$ cat src/design/weighted_class_sampler_no_replace_core_assert.svh
// assertion helpers, clk / arst_n taken from the enclosing module
`ifndef WEIGHTED_CLASS_SAMPLER_NO_REPLACE_CORE_ASSERT_SVH
`define WEIGHTED_CLASS_SAMPLER_NO_REPLACE_CORE_ASSERT_SVH

// condition holds at every edge out of reset
`define WCS_ASSERT(lbl, cond, msg) \
	lbl: assert property (@(posedge clk) disable iff (!arst_n) (cond)) else $error(msg);

// antecedent implies consequent in the next cycle
`define WCS_ASSERT_NEXT(lbl, pre, post, msg) \
	lbl: assert property (@(posedge clk) disable iff (!arst_n) (pre) |=> (post)) else $error(msg);

`endif

$ cat src/design/wcs_pkg.sv
package wcs_pkg;

	localparam int MAX_CLASSES = 64;
	localparam int ID_BITS     = 6;
	localparam int LOAD_BITS   = 7;
	localparam int W_BITS      = 33;
	localparam int COUNT_BITS  = 16;
	localparam int TALLY_BITS  = 32;
	localparam int RAND_BITS   = 32;
	localparam int MASS_BITS   = W_BITS + ID_BITS;

	localparam logic [W_BITS-1:0] WONE = {1'b1, {(W_BITS-1){1'b0}}};

	typedef enum logic [1:0] {
		MODE_CLEAR = 2'd0,
		MODE_LOAD  = 2'd1,
		MODE_DRAW  = 2'd2,
		MODE_TALLY = 2'd3
	} mode_t;

	localparam logic [1:0] STATUS_OK     = 2'd0;
	localparam logic [1:0] STATUS_FULL   = 2'd1;
	localparam logic [1:0] STATUS_NOMASS = 2'd3;

	localparam logic REG_DPS = 1'b0;

	typedef struct packed {
		logic [W_BITS-1:0]     weight;
		logic [COUNT_BITS-1:0] members;
		logic [ID_BITS-1:0]    ident;
	} entry_t;

endpackage

$ cat src/design/wcs_div.sv
module wcs_div (
	input  logic                            clk,
	input  logic                            arst_n,
	input  logic                            start,
	input  logic [wcs_pkg::W_BITS-1:0]      dividend,
	input  logic [wcs_pkg::COUNT_BITS-1:0]  divisor,
	output logic                            busy,
	output logic [wcs_pkg::W_BITS-1:0]      quot
);
	import wcs_pkg::*;

	logic                  busy_q;
	logic [5:0]            cnt_q;
	logic [W_BITS-1:0]     num_q;
	logic [COUNT_BITS-1:0] part_q;
	logic [COUNT_BITS-1:0] den_q;
	logic [COUNT_BITS:0]   trial;
	logic                  fits;

	// restoring, one quotient bit per cycle
	assign trial = {part_q, num_q[W_BITS-1]};
	assign fits  = trial >= {1'b0, den_q};

	always_ff @(posedge clk or negedge arst_n) begin
		if (!arst_n) begin
			busy_q <= 1'b0;
			cnt_q  <= '0;
			num_q  <= '0;
			part_q <= '0;
			den_q  <= '0;
		end else if (start) begin
			busy_q <= 1'b1;
			cnt_q  <= 6'(W_BITS - 1);
			num_q  <= dividend;
			part_q <= '0;
			den_q  <= divisor;
		end else if (busy_q) begin
			part_q <= fits ? COUNT_BITS'(trial - {1'b0, den_q}) : trial[COUNT_BITS-1:0];
			num_q  <= {num_q[W_BITS-2:0], fits};
			cnt_q  <= cnt_q - 6'd1;
			if (cnt_q == '0)
				busy_q <= 1'b0;
		end
	end

	assign busy = busy_q;
	assign quot = num_q;

endmodule

$ cat config.mk
export PLATFORM = sky130hd
export DESIGN_NAME = wcs_div
export DESIGN_NICKNAME = d
export VERILOG_FILES = /design/src/design/weighted_class_sampler_no_replace_core_assert.svh /design/src/design/wcs_pkg.sv /design/src/design/wcs_div.sv
export SDC_FILE = /design/constraint.sdc
export NUM_CORES = 1
export LEC_CHECK = 0
export BUFFER_PORTS_ARGS = -buffer_cell sky130_fd_sc_hd__buf_2
export CAP_MARGIN = 10
export CORE_MARGIN = 2
export CORE_UTILIZATION = 38
export CTS_CLUSTER_SIZE = 28
export DETAILED_ROUTE_END_ITERATION = 7
export PLACE_DENSITY = 0.56
export SETUP_SLACK_MARGIN = 0.05
export SYNTH_ARGS = -nofsm -noshare
export SYNTH_HDL_FRONTEND = slang
export SYNTH_SLANG_ARGS = --single-unit
$ cat constraint.sdc
create_clock -name clk -period 2.7 [get_ports clk]
set_input_delay 0.405 -clock clk [delete_from_list [all_inputs] [get_ports clk]]
set_output_delay 0.405 -clock clk [all_outputs]
set_load 0.01 [all_outputs]
Word-level counts from Yosys, hierarchy flattened
Index checks and enable logic that the tools add are counted.
W data, S select, Z words.
{ "classes": {"add_sub_neg": 2, "magnitude_cmp": 1, "muxes": 10, "reduce_logical": 2} }
{ "op_table": {"columns": ["operator", "n"], "rows": [
  ["$mux W33", 2],
  ["$mux W16", 3],
  ["$ge A17 B16 Y1", 1],
  ["$sub A16 B16 Y16", 1],
  ["$mux W6", 2],
  ["$logic_not A6 Y1", 1],
  ["$sub A6 B1 Y6 const B", 1],
  ["$mux W1", 3],
  ["$reduce_bool A2 Y1", 1]
]} }
{ "word_totals": {"reg_bits": 72, "in_bits": 52, "output_inout_bits": 34, "word_cells": 20} }

Longest topological paths before layout
Gate-level depths: netlist of the first run.
{ "depth": {"word_depth": 4, "depth_mapped": 11, "mapped_depth_nobuf": 10} }

Worst setup path after synthesis of the first run
OpenSTA, ideal clock, no wires.
{ "synth_timing": {"kind": "flip-flop to flip-flop", "from": "reg part_q[9]", "to": "reg part_q[0]", "arrival_time_ps": 2288, "required_ps": 2613, "path_slack_ps": 325, "path_stages_with_launch": 10, "n_path_buf": 1, "path_cell_list": "dfrtp_1 ha_1 buf_6 a21o_4 a31oi_4 o21ai_2 a211oi_4 o21ai_4 mux2_4 a211oi_2"} }
{ "synth_between": {"elab_chain_cells": 4} }
{ "synth_lines": {"columns": ["item", "line_no", "rtl"], "rows": [
  ["start: declaration", "wcs_div.sv:15", "logic [COUNT_BITS-1:0] part_q;"],
  ["start signal: assignment", "wcs_div.sv:38", "part_q <= fits ? COUNT_BITS'(trial - {1'b0, den_q}) : trial[COUNT_BITS-1:0];"],
  ["$ge A17 B16 Y1", "wcs_div.sv:22", "assign fits = trial >= {1'b0, den_q};"],
  ["$mux W16", "wcs_div.sv:38", null],
  ["$mux W16", "wcs_div.sv:37", "end else if (busy_q) begin"],
  ["$mux W16", "wcs_div.sv:31", "end else if (start) begin"]
]} }
No other way between the ends. The select of a mux whose other input is x is not followed.
A chain may end at the register's enable or synchronous reset.

Final worst setup path of the first run
{ "layout_timing": {"from": "reg part_q[11]", "to": "reg part_q[0]"} }
The elaborated chain is that of the path after synthesis.

==> results of run 1 <==
[registers in the layout, summed over array words and instances (netlist names)]
| signal | flops |
|---|---|
| cnt_q | 6 |
| busy | 1 |
| quot | 33 |
| den_q | 16 |
| part_q | 16 |
[power groups by stage]
stage          sequential (mW)  combinational [mW]  clock (mW)
2_1_floorplan             1.50                1.67           0
3_3_place_gp              1.53                2.15           0
3_5_place_dp              1.53                2.16           0
4_1_cts                   1.51                2.18       0.817
5_1_grt                   1.55                2.45       0.876
6_report                  1.51                2.19       0.785
[timing repair]
item                                    CTS  global route
hold endpoints to repair                  0             0
endpoints found under the setup margin    0             3
gates resized for setup                   0             4
buffers inserted                          0             1
[Yosys cell counts (all sizes together), types with 2 or more instances]
cell type,n
clkbuf,20
nand3b,4
dfrtp,72
a31oi,5
nand3,6
mux2,3
o211ai,5
or3,2
ha,18
a21o,8
nor3,5
inv,21
mux2i,44
a211oi,16
buf,8
and3,2
xor2,5
nand2,60
xnor2,12
a21oi,7
o21ai,54
a311oi,3
nand2b,3
nor2,28
nand4,4
[critical path: stages (launching register included)]
cell and delay, ns:
dfrtp_1 0.42, ha_1 0.39, a21o_1 0.23, a31oi_4 0.17, o21ai_2 0.10, a211oi_4 0.32
o21ai_4 0.12, buf_12 0.16, mux2_4 0.30, a211oi_2 0.21
[stage by stage]
stage | hold slack, ns | cell area (sq um)
after detailed placement | 0.437 | 4740
final | 0.0431 | 4950
after CTS | 0.0512 | 4920
after global placement | 0.439 | 4740
after floorplan | 0.109 | 4150
after global routing | 0.0760 | 4950
[final cells by class]
type,count,area (sq um)
Fill cell,1089,5800
Multi-Input combinational cell,308,2160
Sequential cell,72,1800
Timing Repair Buffer,97,558
Tap cell,140,175
Clock buffer,9,124
Inverter,21,78.8
Clock inverter,7,53.8
[placed cells by master, fill, tap and decap left out, drive strengths merged, types with 2 or more instances in the layout]
| master | instances |
|---|---|
| and3 | 2 |
| nand3b | 4 |
| a211oi | 16 |
| nor3 | 5 |
| nand2 | 60 |
| nor2 | 28 |
| inv | 24 |
| a31oi | 5 |
| o211ai | 5 |
| a21o | 8 |
| or3 | 2 |
| xnor2 | 12 |
| ha | 18 |
| a311oi | 3 |
| xor2 | 5 |
| nand2b | 3 |
| buf | 97 |
| a21oi | 7 |
| clkinv | 4 |
| o21ai | 54 |
| mux2i | 44 |
| nand4 | 4 |
| clkbuf | 9 |
| nand3 | 6 |
| dfrtp | 72 |
| mux2 | 3 |
[worst paths after layout]
path                       depth (start not counted)   endpoint  slack (ns)         from
setup / recovery                                   9  part_q[0]        0.20   part_q[11]
hold / removal                                     1   den_q[8]        0.04       arst_n
setup reg to reg                                   9  part_q[0]        0.20   part_q[11]
hold reg to reg                                    1   den_q[0]        0.53     den_q[0]
max in group asynchronous                          2  part_q[0]        2.09       arst_n
min in group clk                                   3    quot[9]        0.26  dividend[9]
[cells by family after synthesis]
| group | count (synthesis) |
|---|---|
| buffers and inverters | 49 |
| AO/OA/AOI/OAI | 107 |
| multiplexers | 47 |
| flip-flops | 72 |
| AND/OR/NAND/NOR | 118 |
| adder cells (fa/ha/maj) | 19 |
| XOR/XNOR | 17 |
[per-layer routing]
metal | share of wire (%) | up-vias | track usage (%)
li1 | - | 1662 | -
met1 | 49 | 1478 | 23.2
met2 | 43 | 73 | 23.9
met5 | 0 | - | 0
met3 | 6.5 | 7 | 5.18
met4 | 1.0 | 0 | 5.04
==> flow_summary.toml, run 1 <==
[outcome]
status = "finished clean"

[yosys]
yosys_warnings = 0
muxShareOfSynthArea_pct = 11.6
synth_top_family_by_area = "compound AO/OA/AOI/OAI gates"
yosys.area_share.simple_pct = 12.7
netlist_area_sq_um = 4150
synth_area_leader_cell = "dfrtp_1"
synthArstFlopShare_pct = 100
synth.net_count = 500
synth_compound_area_share_pct = 17.7
synth.avg_cell_area_sq_um = 9.67
ys_ff_latch = 72
yosysTopAreaCellShare_pct = 43.4
synth-main-ff-cell = "dfrtp_1"
synth-edff-count = 0
synthAdderAreaFrac_pct = 5.91
synthCells = 429
synth_area_leaders = "dfrtp_1, mux2i_1, o21ai_0"
ys_seq_area_share_pct = 43.4
yosys.area_share.xor_xnor_pct = 3.59
yosysUniqueCellTypes = 53

[power_and_ir_drop]
p_leak_nw = 2.55
seq_power_share_pct = 33.7
vdd_drop_max_v = 0.000326
p_per_area_nw_per_um2 = 907
power_mw = 4.49
clkPwrFrac_pct = 17.5
swShare_pct = 39.7
p_sw_mw = 1.78
p_int_mw = 2.71
p_comb_share_pct = 48.8

[grt]
track_usage_pct = 16.4
grt_pass1_vias = 3202
grt_max_degree = 60
antenna_found_initial = 0
grt_pass1_wl_microns = 15400
grt-ovfl-total = 0

[route]
ant_nets = 0
via_per_inst = 4.92
wl_microns = 9130
route.detailed.drc = 0
routedWlPerCell_microns = 14.0
drtIter0Drc = 109
first_pass_iters = 4
vias = 3220

[worst_setup_path]
cp-start-kind = "register"
cp_max_fo = 11
crit_type = "reg -> reg"
cp_data_arrival_time_ns = 2.76
worst_setup_path_end_kind = "register"
cp_data_required_time_ns = 2.96

[sta]
tightest_slew_ns = 0.578
relSlewSlack_pct = 61.5
fin_crit_ns = 2.50
finalClockSkew_ns = 0.00713
drv_slew = 0
tns_ns = 0
setup_ws_ns = 0.204
max_freq_ghz = 0.401
hold_viol = 0
setup_violations = 0
fin_crit_sh_pct = 92.4
rsz0062_at_grt = "yes"

[die]
rows = 38
core_sq_um = 10700
ios = 86
die_area_sq_um = 11800
die-height_microns = 108
start_util_pct = 38.6
die_w_microns = 108

[finish]
stdcell_count = 654
drive_gt1_share_pct = 25.9
final_nets = 580
fin_util_pct = 46.1
n_antenna_cell = 0
syn2layout_area_growth_pct = 19.3

[clock_network]
cts_buffers = 9
cts_root_buffer = "clkbuf_8"
cts_tree = "built"
ctsHoldBuffers = 0
clk_pin_slew_ns = 0.08
ctsHtreeMaxLevel = 3
clk_latency_ns = 0.35
cts_max_path_buffers = 2
cts.sinks = 72

[place]
dp_cells = 637
hpwl_microns = 6580
globalplace.congestion = 0.830
port_buffers = 85
pre_cts_ws_ns = 0.228

[worst_hold_path]
hp-class = "in -> async"

[job]
max_cap_violations = 0
Note: power is estimated with default switching activity, not from simulation.
==> run 2: changes to the inputs <==
==> constraint.sdc (replaced) <==
create_clock -name clk -period 2.6 [get_ports clk]
set_input_delay 0.39 -clock clk [delete_from_list [all_inputs] [get_ports clk]]
set_output_delay 0.39 -clock clk [all_outputs]
set_load 0.01 [all_outputs]
==> run 2 against run 1 <==
Wire length shrank 0.83%. Combinational power grew 6%. Core utilization grew 0.44 points. Critical endpoint unchanged. Largest power group unchanged.
==> flow_summary.toml, run 2 (synthesis results as in run 1) <==
[outcome]
status = "finished clean"

[route]
first_pass_iters = 4
routedWlPerCell_microns = 13.8
wl_microns = 9050
ant_nets = 0
route.detailed.drc = 0
drtIter0Drc = 94
via_per_inst = 4.93
vias = 3231

[power_and_ir_drop]
p_sw_mw = 1.86
p_per_area_nw_per_um2 = 956
power_mw = 4.78
p_comb_share_pct = 48.6
p_leak_nw = 2.56
clkPwrFrac_pct = 18.7
swShare_pct = 38.9
vdd_drop_max_v = 0.000345
p_int_mw = 2.92
seq_power_share_pct = 32.8

[worst_hold_path]
hp-class = "in -> async"

[clock_network]
clk_pin_slew_ns = 0.08
clk_latency_ns = 0.36
cts_root_buffer = "clkbuf_8"
cts.sinks = 72
cts_buffers = 9
cts_tree = "built"
ctsHtreeMaxLevel = 3
cts_max_path_buffers = 2

[job]
max_cap_violations = 0

[die]
die_w_microns = 108
ios = 86
die_area_sq_um = 11800
start_util_pct = 38.6
core_sq_um = 10700
rows = 38
die-height_microns = 108

[finish]
mostFrequentLayoutCells = "buf_2, dfrtp_1, nand2_1"
stdcell_count = 656
n_antenna_cell = 0
fillers = 1094
final_nets = 582
layout_commonest_cell = "buf_2"
syn2layout_area_growth_pct = 20.5
drive_gt1_share_pct = 26.4
fin_area_sq_um = 5000
largest_reg_flops = 33

[place]
dp_cells = 639
hpwl_microns = 6430
port_buffers = 85
globalplace.congestion = 0.816
dpl_cell_area_sq_um = 4760

[grt]
grt_pass1_vias = 3092
grt_max_degree = 62
grt-ovfl-total = 0
antenna_found_initial = 0
grt_pass1_wl_microns = 15100
track_usage_pct = 16.3

[worst_setup_path]
reg2reg_slack_ns = 0.17
cp_max_fo = 11
cp-start-kind = "register"
crit_path_top_delay_cell = "dfrtp_1"
worst_setup_path_end_kind = "register"
cp_data_arrival_time_ns = 2.70
crit_family = "compound AO/OA/AOI/OAI gates"
worst-path-buf-inv = 1
cp_data_required_time_ns = 2.87
crit_chain = "ha_1 -> a21o_4 -> a31oi_4 -> o21ai_2 -> a211oi_4 -> o21ai_4 -> buf_12 -> mux2_4 -> a211oi_2"
crit_type = "reg -> reg"
cp_slowest_stage_delay_ns = 0.40

[sta]
tightest_slew_ns = 0.569
relSlewSlack_pct = 62.0
fin_crit_sh_pct = 93.4
drv_slew = 0
fin_crit_ns = 2.43
hold_viol = 0
rsz0062_at_grt = "no"
setup_violations = 0
max_freq_ghz = 0.412
finalClockSkew_ns = 0.0108
tns_ns = 0
[run 2: final cells by class]
class	count	area, sq um	share of cell area, %
timing repair buffer	99	573	11.5
clock buffer	10	128	2.55
multi-input combinational	308	2170	43.5
clock inverter	6	67.6	1.35
sequential	72	1800	36.1
inverter	21	78.8	1.58
tap	140	175	3.51
[run 2: timing repair]
action,4_1_cts,5_1_grt
hold buffers,0,0
setup endpoints to repair,0,5
buffers inserted,0,1
resized for setup,0,8
endpoints found under the hold margin,0,0
[run 2: path summary, 6_finish.rpt]
kind / from / to / cells past startpoint
min in group clk: divisor[15] / den_q[15] / 3
max: part_q[9] / part_q[0] / 9
max in group asynchronous: arst_n / quot[1] / 2
min reg2reg: den_q[0] / den_q[0] / 1
max reg2reg: part_q[9] / part_q[0] / 9
min: arst_n / den_q[8] / 1
[run 2: routing by layer]
layer | global-route usage, % | part of all wire [%] | wire length (microns) | vias up
met5 | 0 | 0 | 0 | -
met4 | 5.77 | 0.96 | 87 | 0
met3 | 5.12 | 6.1 | 552 | 8
met2 | 23.7 | 44 | 3940 | 79
met1 | 22.8 | 49 | 4470 | 1475
li1 | - | - | - | 1669
[run 2: power groups by stage]
| stage | combinational [mW] | sequential [mW] | clock [mW] |
|---|---|---|---|
| floorplan | 1.73 | 1.56 | 0 |
| global placement | 2.25 | 1.58 | 0 |
| CTS | 2.29 | 1.57 | 0.926 |
| finish | 2.32 | 1.57 | 0.892 |
| global route | 2.59 | 1.61 | 0.971 |
| detailed placement | 2.28 | 1.59 | 0 |
[run 2: metrics by stage]
| stage | hold WS (ns) | setup WS (ns) | utilization (%) |
|---|---|---|---|
| after floorplan | 0.0944 | 0.225 | - |
| after global placement | 0.430 | 0.188 | 44.3 |
| after detailed placement | 0.428 | 0.124 | 44.3 |
| after CTS | 0.0309 | 0.0979 | 46.1 |
| after global routing | 0.0449 | 0.0545 | 46.5 |
| final | 0.0227 | 0.172 | 46.5 |
==> run 3: changes to the inputs <==
--- a/config.mk
+++ b/config.mk
@@ -5,6 +5,7 @@
 export SDC_FILE = /design/constraint.sdc
 export NUM_CORES = 1
 export LEC_CHECK = 0
+export ABC_AREA = 1
 export BUFFER_PORTS_ARGS = -buffer_cell sky130_fd_sc_hd__buf_2
 export CAP_MARGIN = 10
 export CORE_MARGIN = 2
==> run 3 against run 2 <==
First-iteration DRC count is 110% higher. Final cell count is 23% higher. Design area is 3.4% higher. Clock skew is 0.0024 ns higher. Critical path type unchanged.
==> flow_summary.toml, run 3 <==
[yosys]
synth_area_leaders = "dfrtp_1, nand2_1, inv_1"
synth-main-ff-cell = "dfrtp_1"
ys_ff_latch = 72
netlist_area_sq_um = 4290
synth.cells.most_frequent = "nand2_1, inv_1, dfrtp_1, nand3_1, o221ai_1"
ys_seq_area_share_pct = 42.0
synth.net_count = 652
synth-edff-count = 0
synthCells = 581
yosys_warnings = 0
synth_area_leader_cell = "dfrtp_1"
synth.avg_cell_area_sq_um = 7.38
yosysMostFrequentCell = "nand2_1"
yosysTopAreaCellShare_pct = 42.0
yosysUniqueCellTypes = 34
synthArstFlopShare_pct = 100

[die]
rows = 38
core_sq_um = 10900
start_util_pct = 39.2
ios = 86
die-height_microns = 110
die_w_microns = 110
die_area_sq_um = 12100

[power_and_ir_drop]
p_int_mw = 3.00
swShare_pct = 40.2
vdd_drop_max_v = 0.000389
clkPwrFrac_pct = 26.3
p_leak_nw = 2.90
p_per_area_nw_per_um2 = 969
p_sw_mw = 2.01
seq_power_share_pct = 30.4
p_comb_share_pct = 43.3

[worst_setup_path]
cp_data_arrival_time_ns = 2.44
crit_family = "simple AND/OR/NAND/NOR gates"
crit_type = "reg -> reg"
cp-start-kind = "register"
reg2reg_slack_ns = 0.37
cp_max_fo = 17
crit_chain = "ha_1 -> nand2_2 -> inv_1 -> nand2_1 -> nand2_1 -> nand2_1 -> nand2_1 -> nor2_4 -> nand2_4 -> nand2_1 -> nand2_1 -> nand2_1 -> nand2_1"
worst-path-buf-inv = 1
crit_path_frequent_cell = "nand2_1"
cp_data_required_time_ns = 2.81
worst_setup_path_end_kind = "register"
cp_slowest_stage_delay_ns = 0.40
crit_path_top_delay_cell = "dfrtp_1"

[route]
routedWlPerCell_microns = 13.1
first_pass_iters = 5
wl_microns = 10600
vias = 3890
drtIter0Drc = 195
via_per_inst = 4.82
route.detailed.drc = 0
ant_nets = 0

[finish]
largest_reg_flops = 33
n_antenna_cell = 0
mostFrequentLayoutCells = "nand2_1, inv_1, buf_2"
drive_gt1_share_pct = 18.1
fillers = 1128
fin_util_pct = 47.2
layout_commonest_cell = "nand2_1"
final_nets = 734
syn2layout_area_growth_pct = 20.5

[clock_network]
cts_buffers = 9
ctsHoldBuffers = 0
ctsHtreeMaxLevel = 3
clk_pin_slew_ns = 0.06
ctsResizeCount = 0
cts_root_buffer = "clkbuf_16"
cts.sinks = 72
cts_max_path_buffers = 2
clk_latency_ns = 0.33
cts_tree = "built"
post-cts-setup-buffers = 0

[sta]
rsz0062_at_grt = "no"
finalClockSkew_ns = 0.0132
hold_viol = 0
tns_ns = 0
max_freq_ghz = 0.448
fin_crit_sh_pct = 85.8
fin_crit_ns = 2.23
setup_violations = 0
relSlewSlack_pct = 57.6
tightest_slew_ns = 0.635
drv_slew = 0

[grt]
antenna_found_initial = 1
grt_pass1_vias = 3834
grt_pass1_wl_microns = 18000
grt_max_degree = 69
grt-ovfl-total = 0
track_usage_pct = 19.1

[job]
max_cap_violations = 0

[place]
globalplace.congestion = 0.895
hpwl_microns = 7980
port_buffers = 85

[worst_hold_path]
hp-class = "in -> async"

[outcome]
status = "finished clean"
run 3: cell count changes in the layout (fill, tap and decap cells not counted), sizes merged, moves of 4 or more:
cell / before / now
o211ai: 5 / 1
o21ai: 54 / 20
a31oi: 5 / 1
a211oi: 16 / 0
xnor2: 12 / 1
nand3: 6 / 37
buf: 99 / 92
a21o: 8 / 0
o221ai: 0 / 29
inv: 22 / 104
mux2i: 44 / 0
nand2: 60 / 216
nor2: 28 / 22
run 3: final timing paths:
path / start / to / cells past startpoint
setup / recovery: part_q[10] / part_q[14] / 13
hold / removal: arst_n / quot[26] / 2
setup reg to reg: part_q[10] / part_q[14] / 13
hold reg to reg: cnt_q[5] / cnt_q[5] / 1
max in group asynchronous: arst_n / part_q[11] / 2
min in group clk: divisor[0] / den_q[0] / 3
run 3: power groups by stage:
| stage | combinational, mW | sequential [mW] | clock, mW |
|---|---|---|---|
| 2_1_floorplan | 1.60 | 1.55 | 0 |
| 5_1_grt | 2.50 | 1.56 | 1.40 |
| 6_report | 2.17 | 1.52 | 1.32 |
| 3_3_place_gp | 2.17 | 1.53 | 0 |
| 4_1_cts | 2.18 | 1.53 | 1.35 |
| 3_5_place_dp | 2.17 | 1.54 | 0 |
run 3: routing by layer:
layer  GRT usage (%)  share of wire, %  vias up
met4            5.36               1.0        2
met2            31.7                48       81
li1                -                 -     2005
met1            24.8                45     1793
met5               0              0.12        -
met3            4.88               5.9        9
run 3: final cells by class:
cell class	instances	area [sq um]	share of cell area, %
clock buffer	10	239	4.63
timing repair buffer	92	478	9.25
tap	140	175	3.39
inverter	104	390	7.56
clock inverter	5	81.3	1.57
sequential	72	1800	34.9
multi-input combinational	384	2000	38.7
run 3: worst reg2reg max path: stages, from the launching register on:
cell and delay [ns]:
dfrtp_1 0.40, ha_1 0.38, nand2_2 0.12, inv_1 0.05, nand2_1 0.06, nand2_1 0.06
nand2_1 0.06, nand2_1 0.08, nor2_4 0.32, nand2_4 0.22, nand2_1 0.20, nand2_1 0.07
nand2_1 0.05, nand2_1 0.05
run 3: cells by family (layout without fill, tap and decap cells):
group	count (synthesis)	after routing	share of synthesized area [%]
AO/OA/AOI/OAI	64	64	10.2
XOR/XNOR	7	7	1.43
adder cells (fa/ha/maj)	19	19	5.72
buffers and inverters	125	211	11.3
flip-flops	72	72	42.0
AND/OR/NAND/NOR	294	294	29.3
run 3: stage by stage:
stage	cells	hold WS (ns)	setup WS (ns)	power (mW)	area (sq um)
finish	807	0.106	0.369	5.01	5170
global route	807	0.149	0.167	5.47	5170
CTS	807	0.122	0.358	5.06	5170
detailed placement	792	0.479	0.379	3.71	4850
global placement	792	0.470	0.412	3.70	4850
floorplan	581	0.0944	0.776	3.15	4290
